File: src/sv/ddio_pkg.sv
// Shared types, constants and tables for the differential-drive odometry block.
`default_nettype none
package ddio_pkg;

  // Configuration reset and defaults
  localparam logic [15:0] RADIUS_RST   = 16'd2163;
  localparam int          STEPS_DEF    = 16;
  localparam int          FRAC_DEF     = 16;

  // Datapath widths
  localparam int CW     = 36;  // CORDIC x/y
  localparam int ZW     = 34;  // CORDIC angle accumulator
  localparam int MA_W   = 48;  // multiplier A port
  localparam int MB_W   = 18;  // multiplier B port
  localparam int ACC_W  = 72;  // accumulator
  localparam int DIV_W  = 64;  // dividend magnitude
  localparam int DEN_W  = 24;  // divisor (elapsed time)
  localparam int TAB_IW = 5;   // arctangent table index

  // Angles and constants
  localparam logic [31:0]          BA_HALF    = 32'h8000_0000;
  localparam logic signed [ZW-1:0] BA_QUARTER = ZW'(64'sh4000_0000);
  localparam logic signed [CW-1:0] GAIN_Q30   = CW'(64'sd652032874);
  localparam logic signed [CW-1:0] DEN_BIAS   = CW'(64'sd134217728);
  // 10^6 = 15 * 2^16 + 16960
  localparam logic signed [MB_W-1:0] USEC_HI  = 18'sd15;
  localparam logic signed [MB_W-1:0] USEC_LO  = 18'sd16960;
  // 2*pi in Q28 = 25735 * 2^16 + 60753
  localparam logic signed [MB_W-1:0] TWOPI_HI = 18'sd25735;
  localparam logic signed [MB_W-1:0] TWOPI_LO = 18'sd60753;

  // Sequencer states
  typedef enum logic [4:0] {
    S_IDLE, S_Q1, S_Q2, S_Q3, S_Q4, S_ATAN, S_YAW, S_SC,
    S_XH, S_XU, S_YH, S_YU, S_LH, S_LD, S_RH, S_RU, S_LVW,
    S_AL, S_AH, S_AD, S_AVW, S_OUT
  } state_t;

  // Multiply-accumulate control
  typedef struct packed {
    logic en;   // update accumulator
    logic clr;  // start from zero
    logic sub;  // subtract the product
    logic sh;   // product weighted by 2^16
  } mac_op_t;

  // arctan(2^-i) as binary angle
  function automatic logic [31:0] atan_lut(input logic [TAB_IW-1:0] i);
    logic [31:0] r;
    case (i)
      5'd0:  r = 32'h20000000;
      5'd1:  r = 32'h12E4051D;
      5'd2:  r = 32'h09FB385B;
      5'd3:  r = 32'h051111D4;
      5'd4:  r = 32'h028B0D43;
      5'd5:  r = 32'h0145D7E1;
      5'd6:  r = 32'h00A2F61E;
      5'd7:  r = 32'h00517C55;
      5'd8:  r = 32'h0028BE53;
      5'd9:  r = 32'h00145F2E;
      5'd10: r = 32'h000A2F98;
      5'd11: r = 32'h000517CC;
      5'd12: r = 32'h00028BE6;
      5'd13: r = 32'h000145F3;
      5'd14: r = 32'h0000A2F9;
      5'd15: r = 32'h0000517C;
      5'd16: r = 32'h000028BE;
      5'd17: r = 32'h0000145F;
      5'd18: r = 32'h00000A2F;
      5'd19: r = 32'h00000517;
      5'd20: r = 32'h0000028B;
      5'd21: r = 32'h00000145;
      5'd22: r = 32'h000000A2;
      5'd23: r = 32'h00000051;
      5'd24: r = 32'h00000028;
      5'd25: r = 32'h00000014;
      5'd26: r = 32'h0000000A;
      5'd27: r = 32'h00000005;
      5'd28: r = 32'h00000002;
      5'd29: r = 32'h00000001;
      default: r = 32'h00000000;
    endcase
    return r;
  endfunction

  // Saturate a wide signed value to 32 bits
  function automatic logic [31:0] sat32(input logic signed [ACC_W-1:0] v);
    logic [31:0] r;
    if (v > ACC_W'(64'sh7FFF_FFFF)) r = 32'h7FFF_FFFF;
    else if (v < -ACC_W'(64'sh8000_0000)) r = 32'h8000_0000;
    else r = v[31:0];
    return r;
  endfunction

endpackage
`default_nettype wire

File: src/sv/ddio_mac.sv
// Shared signed multiply-accumulate unit.
`default_nettype none
module ddio_mac
  import ddio_pkg::*;
(
  input  wire logic                    clk,
  input  wire mac_op_t                 op,
  input  wire logic signed [MA_W-1:0]  a,
  input  wire logic signed [MB_W-1:0]  b,
  output logic signed [ACC_W-1:0]      acc
);

  logic signed [MA_W+MB_W-1:0] prod;
  logic signed [ACC_W-1:0]     term;
  logic signed [ACC_W-1:0]     base;

  // one product, optionally weighted by 2^16, added to or taken from the sum
  always_comb begin
    prod = a * b;
    term = op.sh ? (ACC_W'(prod) <<< 16) : ACC_W'(prod);
    base = op.clr ? '0 : acc;
  end

  always_ff @(posedge clk) begin
    if (op.en) begin
      acc <= op.sub ? base - term : base + term;
    end
  end

endmodule
`default_nettype wire

File: config.mk
export PLATFORM = sky130hd
export DESIGN_NAME = ddio_mac
export DESIGN_NICKNAME = d
export VERILOG_FILES = /design/src/sv/ddio_pkg.sv /design/src/sv/ddio_mac.sv
export SDC_FILE = /design/constraint.sdc
export NUM_CORES = 2
export LEC_CHECK = 0
export ABC_AREA = 1
export BUFFER_PORTS_ARGS = -buffer_cell sky130_fd_sc_hd__buf_2
export CAP_MARGIN = 30
export CORE_MARGIN = 2
export CORE_UTILIZATION = 35
export DETAILED_ROUTE_END_ITERATION = 6
export GPL_ROUTABILITY_DRIVEN = 0
export PLACE_DENSITY = 0.59
export SLEW_MARGIN = 20
export SYNTH_ARGS = -nofsm -noshare
export SYNTH_HDL_FRONTEND = slang
export SYNTH_SLANG_ARGS = --single-unit
export TNS_END_PERCENT = 20
File: constraint.sdc
create_clock -name clk -period 22.4 [get_ports clk]
set_input_delay 2.24 -clock clk [delete_from_list [all_inputs] [get_ports clk]]
set_output_delay 2.24 -clock clk [all_outputs]
set_load 0.01 [all_outputs]
==> flow_metrics.tcl <==
set metrics [dict create \
    finClkSkew_ns 0.0137 \
    maxCapViolCount 0 \
    cts_buffers 9 \
    top_regs "acc: 72 flops" \
    fp.dieH_um 355 \
    die_w_um 355 \
    groute.usage.overall 0.222 \
    synth-seq-cells 72 \
    synth_area_leaders "fa_1, nand2_1, inv_1" \
    io_buffers 142 \
    dpl_cell_area_um2 45100 \
    grt_overflow_total 0 \
    worst_pin_slew_ns 0.843 \
    slew_headroom 0.438 \
    status "finished clean" \
    dieArea_um2 126000 \
    topRoutingLayerUsed "met5" \
    wl_met1_um 56700 \
    setup_viol 0 \
    yosysUniqueCellTypes 52 \
    drc_errors 0 \
    synth_flop_cell "edfxtp_1" \
    antenna_found_initial 3 \
    drt_iter0_drc 3304 \
    syn_to_final_growth_pct 5.59 \
    num_rows 128 \
    slowest_delay_ns 0.58 \
    synth_edf_count 72 \
    tns_ns 0 \
    cp_slowest_cell "fa_1" \
    finalNetCount 7402 \
    clk_pin_slew_ns 0.07 \
    r2r_setup_slack_ns 18.19 \
    ctsHoldBuffers 0 \
    wl_met3_um 9710 \
    synthArstFlopShare 0 \
    cp_max_fo 48 \
    syn_nets 7443 \
    dp_slack_ns 10.05 \
    yosysWarnings 0 \
    grt_pass1_wl_um 222000 \
    wl_per_cell_um 17.4 \
    path_common_cell "nand2_1" \
    criticalPathCategory "in2reg" \
    htree_levels 3 \
    max_flop_register "acc" \
    rsz0062_at_grt "false" \
    post-route-period-util 0.549 \
    routed_wirelength_um 138000 \
    io_pins 143 \
    arrival_ns 12.41 \
    drtAntennaViolNets 0 \
    grt_pass1_vias 40100 \
    clock_sinks 72 \
    clock.fmax_mhz 81.3 \
    final_area_um2 45400 \
    vias_per_cell 4.89 \
    hold_path_class "reg2reg" \
    final_cell_mix "nand2_1, inv_1, fa_1, nor2_1, ha_1" \
    yosysTopAreaCellShare 0.377 \
    ys_seq_area_frac 0.0502 \
    firstDrtPassIters 6 \
    cts.repair.resized 0 \
    cp.required_ns 22.52 \
    drive_above_1_share 0.0492 \
    netlist_area_um2 43000 \
    setup_ws_ns 10.10 \
    fillers 13100 \
    final-max-slew-violation-count 0 \
    syn_avg_cell_area_um2 6.79 \
    period_needed_ns 12.30 \
    clockRootBuffer "clkbuf_16" \
    grt_max_degree 73 \
    largest_reg_flops 72 \
    cp-end-kind "flip-flop" \
    final_common_cell "nand2_1" \
    start_util 0.353 \
    final_core_util 0.373 \
    cts_tree "done" \
    synth_top_cell_by_area "fa_1" \
    clk-insertion-delay-late_ns 0.36 \
    dp_hpwl_um 112000 \
    cts_buffer_depth 2 \
    dr_total_vias 38800 \
    cp-start-kind "input port" \
    core_um2 122000 \
    post_cts_buffers 0 \
    hold_viol_final 0 \
    synthCells 6337 \
    wl_met2_um 66800 \
]
## cell type report
cell class                 count  area (um2)  share of cell area
clock inverter                 7        71.3             0.00157
multi-input combinational   4267       33400               0.734
antenna                        2        5.00            0.000110
tap                         1625        2030              0.0447
inverter                    1778        6670               0.147
timing repair buffer         168         918              0.0202
sequential                    72        2160              0.0476
clock buffer                   9         225             0.00496
## layer usage
layer  GRT usage  vias to the layer above
li1            -                    18100
met1       0.290                    18800
met2       0.390                     1521
met3      0.0204                      280
met4      0.0658                        2
met5           0                        -
## critical path: cells and delay by family
family | cells | cell delay (ns)
adders and majority gates | 8 | 4.00
and+or+nand+nor | 24 | 3.90
buffers and inverters | 10 | 1.12
AOI/OAI and AO/OA | 2 | 0.66
xor gates and xnor gates | 2 | 0.45
## logic make-up after synthesis
| logic type | after synthesis | share of synthesized area |
|---|---|---|
| compound gates | 343 | 0.0440 |
| xor+xnor | 139 | 0.0285 |
| fa+ha+maj | 1035 | 0.442 |
| buf+inv | 1998 | 0.175 |
| flops | 72 | 0.0502 |
| simple gates | 2750 | 0.260 |
## path summary, 6_finish.rpt
check          from  endpoint  depth (start not counted)
max reg2reg  acc[0]   acc[62]                         19
min reg2reg  acc[1]    acc[1]                          3
max            b[3]   acc[71]                         46
min          acc[1]    acc[1]                          3
## stage by stage
| step | hold slack [ns] | std cells |
|---|---|---|
| after floorplan | 0.818 | 6337 |
| after global placement | 0.828 | 7909 |
| after detailed placement | 0.828 | 7909 |
| after CTS | 0.861 | 7925 |
| after global routing | 0.932 | 7927 |
| final | 0.855 | 7928 |
## synth_stat cells (21+ instances only)
cell type	n
nor2_1	438
xnor2_1	45
clkbuf_1	156
nor2_2	30
xor2_1	93
a31oi_1	24
o21ai_0	83
o21ai_1	21
nand2_1	1885
buf_1	55
edfxtp_1	72
ha_1	225
nand2_2	30
fa_1	810
inv_1	1752
nor3_1	24
nand3_1	216
inv_2	21
nand4_1	55
a21oi_1	167
Power is left out: the tool's default activity adds up to more than one toggle a clock period on the data nets, which glitch-free logic cannot reach.
