**src/sv/ddio_pkg.sv**
```systemverilog
// Shared types, constants and tables for the differential-drive odometry block.
`default_nettype none
package ddio_pkg;

  // Configuration reset and defaults
  localparam logic [15:0] RADIUS_RST   = 16'd2163;
  localparam int          STEPS_DEF    = 16;
  localparam int          FRAC_DEF     = 16;

  // Datapath widths
  localparam int CW     = 36;  // CORDIC x/y
  localparam int ZW     = 34;  // CORDIC angle accumulator
  localparam int MA_W   = 48;  // multiplier A port
  localparam int MB_W   = 18;  // multiplier B port
  localparam int ACC_W  = 72;  // accumulator
  localparam int DIV_W  = 64;  // dividend magnitude
  localparam int DEN_W  = 24;  // divisor (elapsed time)
  localparam int TAB_IW = 5;   // arctangent table index

  // Angles and constants
  localparam logic [31:0]          BA_HALF    = 32'h8000_0000;
  localparam logic signed [ZW-1:0] BA_QUARTER = ZW'(64'sh4000_0000);
  localparam logic signed [CW-1:0] GAIN_Q30   = CW'(64'sd652032874);
  localparam logic signed [CW-1:0] DEN_BIAS   = CW'(64'sd134217728);
  // 10^6 = 15 * 2^16 + 16960
  localparam logic signed [MB_W-1:0] USEC_HI  = 18'sd15;
  localparam logic signed [MB_W-1:0] USEC_LO  = 18'sd16960;
  // 2*pi in Q28 = 25735 * 2^16 + 60753
  localparam logic signed [MB_W-1:0] TWOPI_HI = 18'sd25735;
  localparam logic signed [MB_W-1:0] TWOPI_LO = 18'sd60753;

  // Sequencer states
  typedef enum logic [4:0] {
    S_IDLE, S_Q1, S_Q2, S_Q3, S_Q4, S_ATAN, S_YAW, S_SC,
    S_XH, S_XU, S_YH, S_YU, S_LH, S_LD, S_RH, S_RU, S_LVW,
    S_AL, S_AH, S_AD, S_AVW, S_OUT
  } state_t;

  // Multiply-accumulate control
  typedef struct packed {
    logic en;   // update accumulator
    logic clr;  // start from zero
    logic sub;  // subtract the product
    logic sh;   // product weighted by 2^16
  } mac_op_t;

  // arctan(2^-i) as binary angle
  function automatic logic [31:0] atan_lut(input logic [TAB_IW-1:0] i);
    logic [31:0] r;
    case (i)
      5'd0:  r = 32'h20000000;
      5'd1:  r = 32'h12E4051D;
      5'd2:  r = 32'h09FB385B;
      5'd3:  r = 32'h051111D4;
      5'd4:  r = 32'h028B0D43;
      5'd5:  r = 32'h0145D7E1;
      5'd6:  r = 32'h00A2F61E;
      5'd7:  r = 32'h00517C55;
      5'd8:  r = 32'h0028BE53;
      5'd9:  r = 32'h00145F2E;
      5'd10: r = 32'h000A2F98;
      5'd11: r = 32'h000517CC;
      5'd12: r = 32'h00028BE6;
      5'd13: r = 32'h000145F3;
      5'd14: r = 32'h0000A2F9;
      5'd15: r = 32'h0000517C;
      5'd16: r = 32'h000028BE;
      5'd17: r = 32'h0000145F;
      5'd18: r = 32'h00000A2F;
      5'd19: r = 32'h00000517;
      5'd20: r = 32'h0000028B;
      5'd21: r = 32'h00000145;
      5'd22: r = 32'h000000A2;
      5'd23: r = 32'h00000051;
      5'd24: r = 32'h00000028;
      5'd25: r = 32'h00000014;
      5'd26: r = 32'h0000000A;
      5'd27: r = 32'h00000005;
      5'd28: r = 32'h00000002;
      5'd29: r = 32'h00000001;
      default: r = 32'h00000000;
    endcase
    return r;
  endfunction

  // Saturate a wide signed value to 32 bits
  function automatic logic [31:0] sat32(input logic signed [ACC_W-1:0] v);
    logic [31:0] r;
    if (v > ACC_W'(64'sh7FFF_FFFF)) r = 32'h7FFF_FFFF;
    else if (v < -ACC_W'(64'sh8000_0000)) r = 32'h8000_0000;
    else r = v[31:0];
    return r;
  endfunction

endpackage
`default_nettype wire

```
**src/sv/ddio_div.sv**
```systemverilog
// Restoring unsigned divider, one quotient bit per cycle.
`default_nettype none
module ddio_div
  import ddio_pkg::*;
(
  input  wire logic              clk,
  input  wire logic              rst,
  input  wire logic              start,
  input  wire logic [DIV_W-1:0]  num,
  input  wire logic [DEN_W-1:0]  den,
  output logic                   done,
  output logic [DIV_W-1:0]       quo
);

  localparam int CNT_W = $clog2(DIV_W + 1);

  logic             busy;
  logic [CNT_W-1:0] cnt;
  logic [DEN_W-1:0] d;
  logic [DEN_W-1:0] rem;
  logic [DEN_W:0]   trial;
  logic             ge;

  // shift in the next dividend bit and try the subtraction
  always_comb begin
    trial = {rem, quo[DIV_W-1]};
    ge    = trial >= {1'b0, d};
  end

  always_ff @(posedge clk) begin
    if (rst) begin
      busy <= 1'b0;
      done <= 1'b0;
      cnt  <= '0;
    end else begin
      done <= 1'b0;
      if (start) begin
        busy <= 1'b1;
        cnt  <= '0;
      end else if (busy) begin
        cnt <= cnt + 1'b1;
        if (cnt == CNT_W'(DIV_W - 1)) begin
          busy <= 1'b0;
          done <= 1'b1;
        end
      end
    end
  end

  always_ff @(posedge clk) begin
    if (start) begin
      quo <= num;
      rem <= '0;
      d   <= den;
    end else if (busy) begin
      rem <= ge ? DEN_W'(trial - {1'b0, d}) : trial[DEN_W-1:0];
      quo <= {quo[DIV_W-2:0], ge};
    end
  end

endmodule
`default_nettype wire

```
**config.mk**
```make
export PLATFORM = sky130hd
export DESIGN_NAME = ddio_div
export DESIGN_NICKNAME = d
export VERILOG_FILES = /design/src/sv/ddio_pkg.sv /design/src/sv/ddio_div.sv
export SDC_FILE = /design/constraint.sdc
export NUM_CORES = 1
export LEC_CHECK = 0
export BUFFER_PORTS_ARGS = -buffer_cell sky130_fd_sc_hd__buf_2
export CAP_MARGIN = 20
export CORE_ASPECT_RATIO = 1.4
export CORE_MARGIN = 2
export CORE_UTILIZATION = 30
export CTS_BUF_LIST = sky130_fd_sc_hd__clkbuf_8
export DETAILED_ROUTE_END_ITERATION = 7
export GPL_ROUTABILITY_DRIVEN = 0
export GPL_TIMING_DRIVEN = 0
export PLACE_DENSITY = 0.56
export SLEW_MARGIN = 10
export SYNTH_ARGS = -nofsm -noshare
export SYNTH_HDL_FRONTEND = slang
export SYNTH_SLANG_ARGS = --single-unit
```
**constraint.sdc**
```tcl
create_clock -name clk -period 3.25 [get_ports clk]
set_input_delay 0.325 -clock clk [delete_from_list [all_inputs] [get_ports clk]]
set_output_delay 0.325 -clock clk [all_outputs]
set_load 0.1 [all_outputs]
```
==> impl_metrics.tcl <==
set metrics [dict create \
    syn-num-nets 634 \
    status "finished clean" \
    drc 0 \
    synth_area_sq_mm 0.00618 \
    io_pins 156 \
    drive_gt1_frac 0.386 \
    netlist.area_leader.share 0.428 \
    grt_pass1_vias 5015 \
    cts_inserted_buffers 17 \
    cts_root_buffer "clkbuf_8" \
    startpoint_type "flop" \
    pre_cts_slack_ps -172 \
    r2r_cells 9 \
    holdCritStartpoint "rst" \
    worst-path-stages 9 \
    power_per_cell_area_mw_per_mm2 586 \
    clk_pin_slew_ps 80 \
    hp-class "input pin to flop" \
    vias_per_cell 4.91 \
    nets 808 \
    post-route-period-util 0.915 \
    report.final.slew_viol_count 0 \
    met1_usage 0.164 \
    cts.sinks 121 \
    grt_max_degree 65 \
    antenna_found_initial 0 \
    fmax_ghz 0.336 \
    synth-seq-cells 121 \
    die_w_microns 125 \
    cts.repair.resized 0 \
    initial_core_util 0.303 \
    grt_util_met3 0.0500 \
    setup_tns_ps 0 \
    p_leak_nw 3.17 \
    die_h_microns 174 \
    grt_pass1_wl_microns 25600 \
    cts_max_level 4 \
    min_path_cells 2 \
    cts_setup_buffers 0 \
    busiest_layer "met2" \
    multiInputGateArea_sq_mm 0.00264 \
    dp.cells 928 \
    hold_viol 0 \
    wirelength_microns 15800 \
    use_met2 0.258 \
    vias 4718 \
    n_fill_cell 2068 \
    ys_dominant_reg_cell "edfxtp_1" \
    worstSetupEndpointType "flop" \
    stdcell_area_sq_mm 0.00768 \
    synthArstFlopShare 0 \
    yosysTopAreaCell "edfxtp_1" \
    layout.cells.most_common "buf_2" \
    gr-usage-all-layers 0.148 \
    fin_cells 960 \
    tritoncts "done" \
    syn_to_final_growth_pct 24.3 \
    cp.arrival_ps 3140 \
    maxCapViolations 0 \
    yosysSeqAreaShare 0.535 \
    postRouteAntennaNets 0 \
    rsz0062_at_grt "no" \
    required_ps 3420 \
    die_area_sq_mm 0.0218 \
    hpwl_microns 11700 \
    synth_warnings 0 \
    syn_area_per_cell_sq_um 12.0 \
    tightest_slew_ps 815 \
    crit_top_cell "o21ai_2" \
    critPathLaunch "d[22]" \
    drt_iter0_markers 176 \
    max_stage_delay_ps 450 \
    finalWorstSetupSlack_ps 276 \
    synthDistinctLibCells 60 \
    placed_area_sq_mm 0.00728 \
    final_cell_mix "buf_2, edfxtp_1, mux2_2" \
    wl_per_cell_microns 16.5 \
    period_needed_ps 2970 \
    ctsHoldBuffers 0 \
    dr.pass1.iters 4 \
    worst_path_max_delay_cell "a2111oi_4" \
    ir_drop_mv 0.366 \
    register_area_sq_mm 0.00330 \
    critPathKind "flop to flop" \
    n_antenna_cell 0 \
    grt_overflow_total 0 \
    skew_ps 13.0 \
    crit_fanout 10 \
    num_rows 62 \
    setup_viol 0 \
    port_buffers 155 \
    cp.buffers_inverters 3 \
    fp.coreArea_sq_mm 0.0204 \
    slew_headroom 0.457 \
    synthCells 517 \
    synth.area.top_cells "edfxtp_1, mux2_2, dfxtp_1" \
    synth_edf_count 88 \
    path_cells "inv_1 -> ha_1 -> buf_6 -> a2111oi_4 -> o21ai_2 -> or3_1 -> o21ai_2 -> buf_2 -> o21ai_0" \
    critPathTopFamily "compound AO/OA/AOI/OAI gates" \
    worst_skew_pair.late_latency_ps 450 \
    cts_buffer_depth 2 \
    r2r-start "d[22]" \
]
-- power breakdown --
part | internal, W | switching, W
registers | 0.00181 | 0.0000665
clock network | 0.000698 | 0.000700
logic | 0.000295 | 0.000929
-- area by class of cell --
| class | count | area share |
|---|---|---|
| Buffer | 21 | 0.0153 |
| Tap cell | 256 | 0.0417 |
| Inverter | 31 | 0.0155 |
| Multi-Input combinational cell | 344 | 0.344 |
| Timing Repair Buffer | 155 | 0.101 |
| Clock buffer | 17 | 0.0305 |
| Clock inverter | 15 | 0.0218 |
| Sequential cell | 121 | 0.430 |
-- synth_stat cells (3+ instances only) --
cell / number
nand4_1: 8
ha_1: 25
a32oi_1: 3
dfxtp_1: 33
buf_2: 3
nand3_1: 5
or3_1: 9
a211oi_1: 4
mux2i_1: 9
a21o_1: 9
o21ai_0: 26
a41oi_1: 3
nor2b_1: 3
clkbuf_1: 14
nor2_1: 30
a31oi_1: 4
xor2_1: 9
o21a_1: 7
xnor2_1: 10
inv_1: 30
o21ai_2: 3
nor3_1: 6
a21oi_1: 25
a311oi_1: 5
nand2_1: 30
nand2_2: 5
and3_1: 6
mux2_2: 63
edfxtp_1: 88
-- through the flow --
stage,hold WS (ps),power [W],util
5_1_grt,27.8,0.00468,0.376
2_1_floorplan,394,0.00289,-
3_3_place_gp,464,0.00314,0.357
3_5_place_dp,484,0.00313,0.357
4_1_cts,14.7,0.00455,0.376
6_report,50.5,0.00450,0.376
-- kinds of logic (layout without fill, tap and decap cells) --
family / Yosys count / count (layout) / synth area share
buffers and inverters: 52 / 239 / 0.0379
and+or+nand+nor: 115 / 115 / 0.0913
xor gates and xnor gates: 19 / 19 / 0.0269
DFF: 121 / 121 / 0.535
AOI/OAI and AO/OA: 112 / 112 / 0.126
adders and majority gates: 26 / 26 / 0.0539
muxes: 72 / 72 / 0.129
-- sequential cells by signal (all words and copies together) (netlist names) --
name and count:
done 1, rem 24, busy 1, cnt 7
d 24, quo 64
-- worst register-to-register path: cells and delay by family (launching register included) --
kind | cells | cell delay, ps
adder cells (fa/ha/maj) | 1 | 230
AND/OR/NAND/NOR | 1 | 420
AO/OA/AOI/OAI | 4 | 1110
flip-flops | 1 | 370
buffers and inverters | 3 | 580
-- layer usage --
| layer | routed length (microns) | vias to the layer above | share of wire |
|---|---|---|---|
| met2 | 7880 | 153 | 0.50 |
| met5 | 0 | - | 0 |
| met3 | 1070 | 31 | 0.067 |
| li1 | - | 2290 | - |
| met4 | 437 | 0 | 0.028 |
| met1 | 6440 | 2244 | 0.41 |
-- path summary, 6_finish.rpt --
kind	slack [ps]	end
worst max-delay path	280	quo[0]
worst min-delay path	50	busy
worst max register to register	280	quo[0]
worst min register to register	490	rem[7]
Note: power is estimated with default switching activity, not from simulation.
