File: src/sv/ddio_pkg.sv
// Shared types, constants and tables for the differential-drive odometry block.
`default_nettype none
package ddio_pkg;

  // Configuration reset and defaults
  localparam logic [15:0] RADIUS_RST   = 16'd2163;
  localparam int          STEPS_DEF    = 16;
  localparam int          FRAC_DEF     = 16;

  // Datapath widths
  localparam int CW     = 36;  // CORDIC x/y
  localparam int ZW     = 34;  // CORDIC angle accumulator
  localparam int MA_W   = 48;  // multiplier A port
  localparam int MB_W   = 18;  // multiplier B port
  localparam int ACC_W  = 72;  // accumulator
  localparam int DIV_W  = 64;  // dividend magnitude
  localparam int DEN_W  = 24;  // divisor (elapsed time)
  localparam int TAB_IW = 5;   // arctangent table index

  // Angles and constants
  localparam logic [31:0]          BA_HALF    = 32'h8000_0000;
  localparam logic signed [ZW-1:0] BA_QUARTER = ZW'(64'sh4000_0000);
  localparam logic signed [CW-1:0] GAIN_Q30   = CW'(64'sd652032874);
  localparam logic signed [CW-1:0] DEN_BIAS   = CW'(64'sd134217728);
  // 10^6 = 15 * 2^16 + 16960
  localparam logic signed [MB_W-1:0] USEC_HI  = 18'sd15;
  localparam logic signed [MB_W-1:0] USEC_LO  = 18'sd16960;
  // 2*pi in Q28 = 25735 * 2^16 + 60753
  localparam logic signed [MB_W-1:0] TWOPI_HI = 18'sd25735;
  localparam logic signed [MB_W-1:0] TWOPI_LO = 18'sd60753;

  // Sequencer states
  typedef enum logic [4:0] {
    S_IDLE, S_Q1, S_Q2, S_Q3, S_Q4, S_ATAN, S_YAW, S_SC,
    S_XH, S_XU, S_YH, S_YU, S_LH, S_LD, S_RH, S_RU, S_LVW,
    S_AL, S_AH, S_AD, S_AVW, S_OUT
  } state_t;

  // Multiply-accumulate control
  typedef struct packed {
    logic en;   // update accumulator
    logic clr;  // start from zero
    logic sub;  // subtract the product
    logic sh;   // product weighted by 2^16
  } mac_op_t;

  // arctan(2^-i) as binary angle
  function automatic logic [31:0] atan_lut(input logic [TAB_IW-1:0] i);
    logic [31:0] r;
    case (i)
      5'd0:  r = 32'h20000000;
      5'd1:  r = 32'h12E4051D;
      5'd2:  r = 32'h09FB385B;
      5'd3:  r = 32'h051111D4;
      5'd4:  r = 32'h028B0D43;
      5'd5:  r = 32'h0145D7E1;
      5'd6:  r = 32'h00A2F61E;
      5'd7:  r = 32'h00517C55;
      5'd8:  r = 32'h0028BE53;
      5'd9:  r = 32'h00145F2E;
      5'd10: r = 32'h000A2F98;
      5'd11: r = 32'h000517CC;
      5'd12: r = 32'h00028BE6;
      5'd13: r = 32'h000145F3;
      5'd14: r = 32'h0000A2F9;
      5'd15: r = 32'h0000517C;
      5'd16: r = 32'h000028BE;
      5'd17: r = 32'h0000145F;
      5'd18: r = 32'h00000A2F;
      5'd19: r = 32'h00000517;
      5'd20: r = 32'h0000028B;
      5'd21: r = 32'h00000145;
      5'd22: r = 32'h000000A2;
      5'd23: r = 32'h00000051;
      5'd24: r = 32'h00000028;
      5'd25: r = 32'h00000014;
      5'd26: r = 32'h0000000A;
      5'd27: r = 32'h00000005;
      5'd28: r = 32'h00000002;
      5'd29: r = 32'h00000001;
      default: r = 32'h00000000;
    endcase
    return r;
  endfunction

  // Saturate a wide signed value to 32 bits
  function automatic logic [31:0] sat32(input logic signed [ACC_W-1:0] v);
    logic [31:0] r;
    if (v > ACC_W'(64'sh7FFF_FFFF)) r = 32'h7FFF_FFFF;
    else if (v < -ACC_W'(64'sh8000_0000)) r = 32'h8000_0000;
    else r = v[31:0];
    return r;
  endfunction

endpackage
`default_nettype wire

File: src/sv/ddio_cordic.sv
// Iterative CORDIC, vectoring (atan2) or rotation (cos/sin) mode.
`default_nettype none
module ddio_cordic
  import ddio_pkg::*;
#(
  parameter int STEPS = STEPS_DEF
) (
  input  wire logic                  clk,
  input  wire logic                  rst,
  input  wire logic                  start,
  input  wire logic                  rot,
  input  wire logic signed [CW-1:0]  x_in,
  input  wire logic signed [CW-1:0]  y_in,
  input  wire logic [31:0]           ang_in,
  output logic                       done,
  output logic signed [CW-1:0]       x_out,
  output logic signed [CW-1:0]       y_out,
  output logic [31:0]                z_out
);

  localparam int CNT_W = $clog2(STEPS + 1);

  logic                busy;
  logic [CNT_W-1:0]    cnt;
  logic                mode_rot;
  logic                flip;
  logic                zero;
  logic signed [CW-1:0] x, y;
  logic signed [ZW-1:0] z;
  logic signed [CW-1:0] xs, ys;
  logic signed [ZW-1:0] a;
  logic signed [ZW-1:0] za;
  logic signed [ZW-1:0] zf;
  logic                 sig;

  // one micro-rotation per cycle
  always_comb begin
    xs  = x >>> cnt;
    ys  = y >>> cnt;
    a   = ZW'(atan_lut(TAB_IW'(cnt)));
    sig = mode_rot ? (z >= 0) : (y <= 0);
    za  = ZW'(signed'(ang_in));
    zf  = ZW'(signed'(ang_in - BA_HALF));
  end

  // control
  always_ff @(posedge clk) begin
    if (rst) begin
      busy <= 1'b0;
      done <= 1'b0;
      cnt  <= '0;
    end else begin
      done <= 1'b0;
      if (start) begin
        busy <= 1'b1;
        cnt  <= '0;
      end else if (busy) begin
        cnt <= cnt + 1'b1;
        if (cnt == CNT_W'(STEPS - 1)) begin
          busy <= 1'b0;
          done <= 1'b1;
        end
      end
    end
  end

  // datapath
  always_ff @(posedge clk) begin
    if (start) begin
      mode_rot <= rot;
      if (rot) begin
        x    <= GAIN_Q30;
        y    <= '0;
        zero <= 1'b0;
        if (za > BA_QUARTER || za < -BA_QUARTER) begin
          z    <= zf;
          flip <= 1'b1;
        end else begin
          z    <= za;
          flip <= 1'b0;
        end
      end else begin
        flip <= 1'b0;
        zero <= (x_in == 0) && (y_in == 0);
        if (x_in < 0) begin
          x <= -x_in;
          y <= -y_in;
          z <= ZW'(BA_HALF);
        end else begin
          x <= x_in;
          y <= y_in;
          z <= '0;
        end
      end
    end else if (busy) begin
      if (sig) begin
        x <= x - ys;
        y <= y + xs;
        z <= z - a;
      end else begin
        x <= x + ys;
        y <= y - xs;
        z <= z + a;
      end
    end
  end

  // results: fold back half-turn, degenerate vector gives zero angle
  always_comb begin
    x_out = flip ? -x : x;
    y_out = flip ? -y : y;
    z_out = zero ? 32'd0 : z[31:0];
  end

endmodule
`default_nettype wire

File: config.mk
export PLATFORM = sky130hd
export DESIGN_NAME = ddio_cordic
export DESIGN_NICKNAME = d
export VERILOG_FILES = /design/src/sv/ddio_pkg.sv /design/src/sv/ddio_cordic.sv
export SDC_FILE = /design/constraint.sdc
export NUM_CORES = 1
export LEC_CHECK = 0
export BUFFER_PORTS_ARGS = -buffer_cell sky130_fd_sc_hd__buf_4
export CAP_MARGIN = 10
export CORE_AREA = 4 4 197 199
export DETAILED_ROUTE_END_ITERATION = 8
export DIE_AREA = 0 0 201 203
export PLACE_DENSITY = 0.8
export SETUP_SLACK_MARGIN = 0.15
export SYNTH_ARGS = -nofsm -noshare
export SYNTH_HDL_FRONTEND = slang
export SYNTH_SLANG_ARGS = --single-unit
File: constraint.sdc
create_clock -name clk -period 18.36 [get_ports clk]
set_clock_uncertainty 0.2 [all_clocks]
set_input_delay 1.836 -clock clk [delete_from_list [all_inputs] [get_ports clk]]
set_output_delay 1.836 -clock clk [all_outputs]
set_load 0.005 [all_outputs]
==> metrics.yaml <==
cells_and_area:
  areaGrowthSynthToFinish_pct: 9.87
  most_frequent_standard_cell_in_the_layout_excluding_fill_and_tap_cells: "sky130_fd_sc_hd__nand2_1"
  finalNonFillerCells: 3167
  share_of_layout_cells_above_drive_strength_1_pct: 17.7
  most-common-layout-cells: "250 x sky130_fd_sc_hd__nand2_1, 235 x sky130_fd_sc_hd__buf_4, 180 x sky130_fd_sc_hd__o21ai_0"
  post-route-cell-area_mm2: 0.0243
  num_antenna_cells: 0
  finalNetCount: 2910
logic_synthesis:
  synth_largest_type_area_fraction_pct: 14.8
  ys_warn_count: 0
  postSynth.asyncResetShare_pct: 0
  syn-cell-area_mm2: 0.0221
  synth_area_leader_cell: "sky130_fd_sc_hd__edfxtp_1"
  synthCells: 2624
  synth.yosys.seq_area_share_pct: 18.2
  synth_enable_flop_cells: 109
  synth.area.top_cells: "sky130_fd_sc_hd__edfxtp_1 15%, sky130_fd_sc_hd__mux4_2 11%, sky130_fd_sc_hd__ha_1 6.7%, sky130_fd_sc_hd__xnor2_1 6.6%, sky130_fd_sc_hd__xor2_1 6.1%"
  ys.flop_type: "sky130_fd_sc_hd__edfxtp_1"
  post_synthesis_area_per_instance_um2: 8.41
  ys_types: 93
  syn_nets: 2854
  ys_seq_elements: 146
placed_design:
  post_place_instance_area_mm2: 0.0236
  dpl.cell_count: 3135
  place.detailed.hpwl_um: 61000
  routabilityCongestion: 1.04
  port-buffer-count: 212
timing:
  totalNegativeSetupSlack_ns: 0
  unrepaired_setup_endpoints_after_global_routing: "no"
  worst_pin_slew_ns: 1.17
  setup_viol: 0
  max_clock_freq_mhz: 119
  maxSlewViolCount: 0
  hold-worst-slack_ns: 0.497
  timing.slew.headroom_pct: 22.0
  layout_worst_path_cycle_share_pct: 45.6
  finalHoldViolations: 0
  finalCriticalPeriod_ns: 8.38
floorplanning:
  placement_rows: 71
  die_h_um: 203
  die_width_um: 201
  start_util_pct: 59.3
  floorplan.io_pins: 213
  core_area_mm2: 0.0372
  fp.dieArea_mm2: 0.0408
setup_path:
  worstPathArrival_ns: 8.48
  timing.critical_path.from: "cnt[1]"
  endpoint_required_time_on_the_critical_path_ns: 18.46
  setup.worst_path.end_class: "register"
  worst_r2r_startpoint: "cnt[1]"
  worstSetupPathType: "register to register"
  timing.critical_path.from_type: "register"
  critical_path_peak_fanout: 78
drt:
  finalWirelength_um: 82600
  route.detailed.drc: 0
  top_signal_layer_used: "met4"
  met2WireLength_um: 38200
  num_vias: 22300
  drt_iter0_drc: 2380
  route.detailed.wl_per_inst_um: 26.1
  final_antenna_net_count: 0
  wl_met1_um: 31800
  average_via_count_per_standard_cell: 7.05
  dr_wl_met3_um: 8210
  firstDrtPassIters: 6
clock_tree:
  clkLatencyLatePin_ns: 0.47
  clk_path_buf_depth: 2
  cts_resized: 0
  cts_htree_levels: 4
  cts.root.buffer_cell: "sky130_fd_sc_hd__clkbuf_16"
  numCtsBuffers: 17
  cts.sinks: 146
  path_clk_slew_ns: 0.07
  ctsHoldBuffers: 0
  cts_tree: "done"
  cts_setup_buffers: 0
grt:
  antenna_violations_before_repair: 0
  grt_overflow: 0
  grt_pass1_wl_um: 126000
  grt_start_max_net_pins: 79
  groute.usage.overall_pct: 39.0
  vias_in_the_first_global_route: 21700
pwr:
  power.static_leakage_nw: 9.51
  power.density_mw_per_mm2: 227
  peakVddDrop_v: 0.000149
  post-layout-total-power_mw: 5.50
worst_hold_path:
  hold_path_startpoint: "busy"
  hold_path_class: "register to register"
flow_run:
  cap_viol_max_count: 0
run_status:
  status: "finished clean"
worst paths after layout:
check | to | slack, ns | cells past startpoint
worst max-delay path | x[35] | 9.98 | 21
worst min-delay path | done | 0.50 | 1
worst max register to register | x[35] | 9.98 | 21
worst min register to register | done | 0.50 | 1
synth_stat cells, types with 19 or more instances:
| master | count |
|---|---|
| sky130_fd_sc_hd__or4_1 | 21 |
| sky130_fd_sc_hd__xor2_1 | 155 |
| sky130_fd_sc_hd__mux2i_1 | 93 |
| sky130_fd_sc_hd__inv_1 | 55 |
| sky130_fd_sc_hd__clkbuf_1 | 133 |
| sky130_fd_sc_hd__nor3_1 | 28 |
| sky130_fd_sc_hd__nand2_1 | 250 |
| sky130_fd_sc_hd__buf_1 | 25 |
| sky130_fd_sc_hd__a211oi_1 | 19 |
| sky130_fd_sc_hd__nand2b_1 | 43 |
| sky130_fd_sc_hd__mux2_2 | 51 |
| sky130_fd_sc_hd__buf_2 | 28 |
| sky130_fd_sc_hd__dfxtp_1 | 37 |
| sky130_fd_sc_hd__o211ai_1 | 21 |
| sky130_fd_sc_hd__mux4_2 | 103 |
| sky130_fd_sc_hd__or3_1 | 21 |
| sky130_fd_sc_hd__a22oi_1 | 25 |
| sky130_fd_sc_hd__a31oi_1 | 21 |
| sky130_fd_sc_hd__nor4_1 | 26 |
| sky130_fd_sc_hd__o21ai_0 | 180 |
| sky130_fd_sc_hd__o41ai_1 | 27 |
| sky130_fd_sc_hd__nand3_1 | 45 |
| sky130_fd_sc_hd__o31ai_1 | 56 |
| sky130_fd_sc_hd__nor2_1 | 162 |
| sky130_fd_sc_hd__xnor2_1 | 167 |
| sky130_fd_sc_hd__a21o_1 | 63 |
| sky130_fd_sc_hd__ha_1 | 119 |
| sky130_fd_sc_hd__edfxtp_1 | 109 |
| sky130_fd_sc_hd__o21a_1 | 21 |
| sky130_fd_sc_hd__a21oi_1 | 170 |
| sky130_fd_sc_hd__nor2b_1 | 58 |
| sky130_fd_sc_hd__o22ai_1 | 63 |
through the flow:
step	util (%)	setup WS, ns
finish	65.2	9.98
detailed placement	63.5	10.12
CTS	65.2	10.08
global placement	63.5	10.37
global route	65.2	9.46
floorplan	-	11.84
power by group:
| part | leakage, nW | internal [mW] | switching, mW |
|---|---|---|---|
| Sequential | 1.42 | 0.582 | 0.430 |
| Clock | 0.311 | 0.216 | 0.167 |
| Combinational | 7.78 | 1.87 | 2.24 |
| Total | 9.51 | 2.67 | 2.84 |
area by class of cell:
| class | instances | area, µm² |
|---|---|---|
| well taps | 474 | 593 |
| clock buffers | 24 | 557 |
| flip-flops and latches | 146 | 4030 |
| repair buffers | 235 | 1760 |
| fillers | 3112 | 13000 |
| multi-input cells | 2221 | 17000 |
| clock inverters | 8 | 70.1 |
| inverters | 59 | 221 |
state kept, by name, summed over array words and instances (netlist names):
signal and cells:
cnt 5, zero 1, flip 1, a 30, y 36, x 36, z 34, done 1
mode_rot 1, busy 1
metal layers:
| metal | global-route usage, % | up-vias |
|---|---|---|
| met5 | 0 | - |
| met4 | 18.9 | 0 |
| met3 | 7.87 | 296 |
| met2 | 64.1 | 1384 |
| met1 | 49.4 | 10700 |
| li1 | - | 9980 |
critical path, cell delays in order, from the launching register on:
cell	delay [ns]
sky130_fd_sc_hd__dfxtp_4	1.05
sky130_fd_sc_hd__buf_4	0.85
sky130_fd_sc_hd__mux4_2	0.63
sky130_fd_sc_hd__mux2i_1	0.15
sky130_fd_sc_hd__mux2i_1	0.13
sky130_fd_sc_hd__a222oi_1	0.69
sky130_fd_sc_hd__ha_1	0.29
sky130_fd_sc_hd__inv_1	0.06
sky130_fd_sc_hd__a211o_1	0.33
sky130_fd_sc_hd__or3b_1	0.48
sky130_fd_sc_hd__o31ai_1	0.34
sky130_fd_sc_hd__xor2_1	0.12
sky130_fd_sc_hd__ha_1	0.38
sky130_fd_sc_hd__nand3_1	0.18
sky130_fd_sc_hd__or3b_2	0.47
sky130_fd_sc_hd__a21oi_1	0.21
sky130_fd_sc_hd__o21ai_0	0.21
sky130_fd_sc_hd__o31a_1	0.34
sky130_fd_sc_hd__a21o_1	0.21
sky130_fd_sc_hd__a311oi_1	0.31
sky130_fd_sc_hd__xnor3_1	0.37
sky130_fd_sc_hd__o22ai_1	0.14
cells by family (layout without fill, tap and decap cells):
| logic type | after synthesis | in the layout | share of synthesized area [%] |
|---|---|---|---|
| flops | 146 | 146 | 18.2 |
| fa+ha+maj | 122 | 122 | 7.02 |
| buf+inv | 257 | 326 | 4.83 |
| xor+xnor | 323 | 323 | 12.9 |
| simple gates | 753 | 753 | 16.9 |
| compound gates | 776 | 776 | 22.8 |
| mux | 247 | 247 | 17.3 |
No activity file was read; power rests on OpenSTA's default activity.
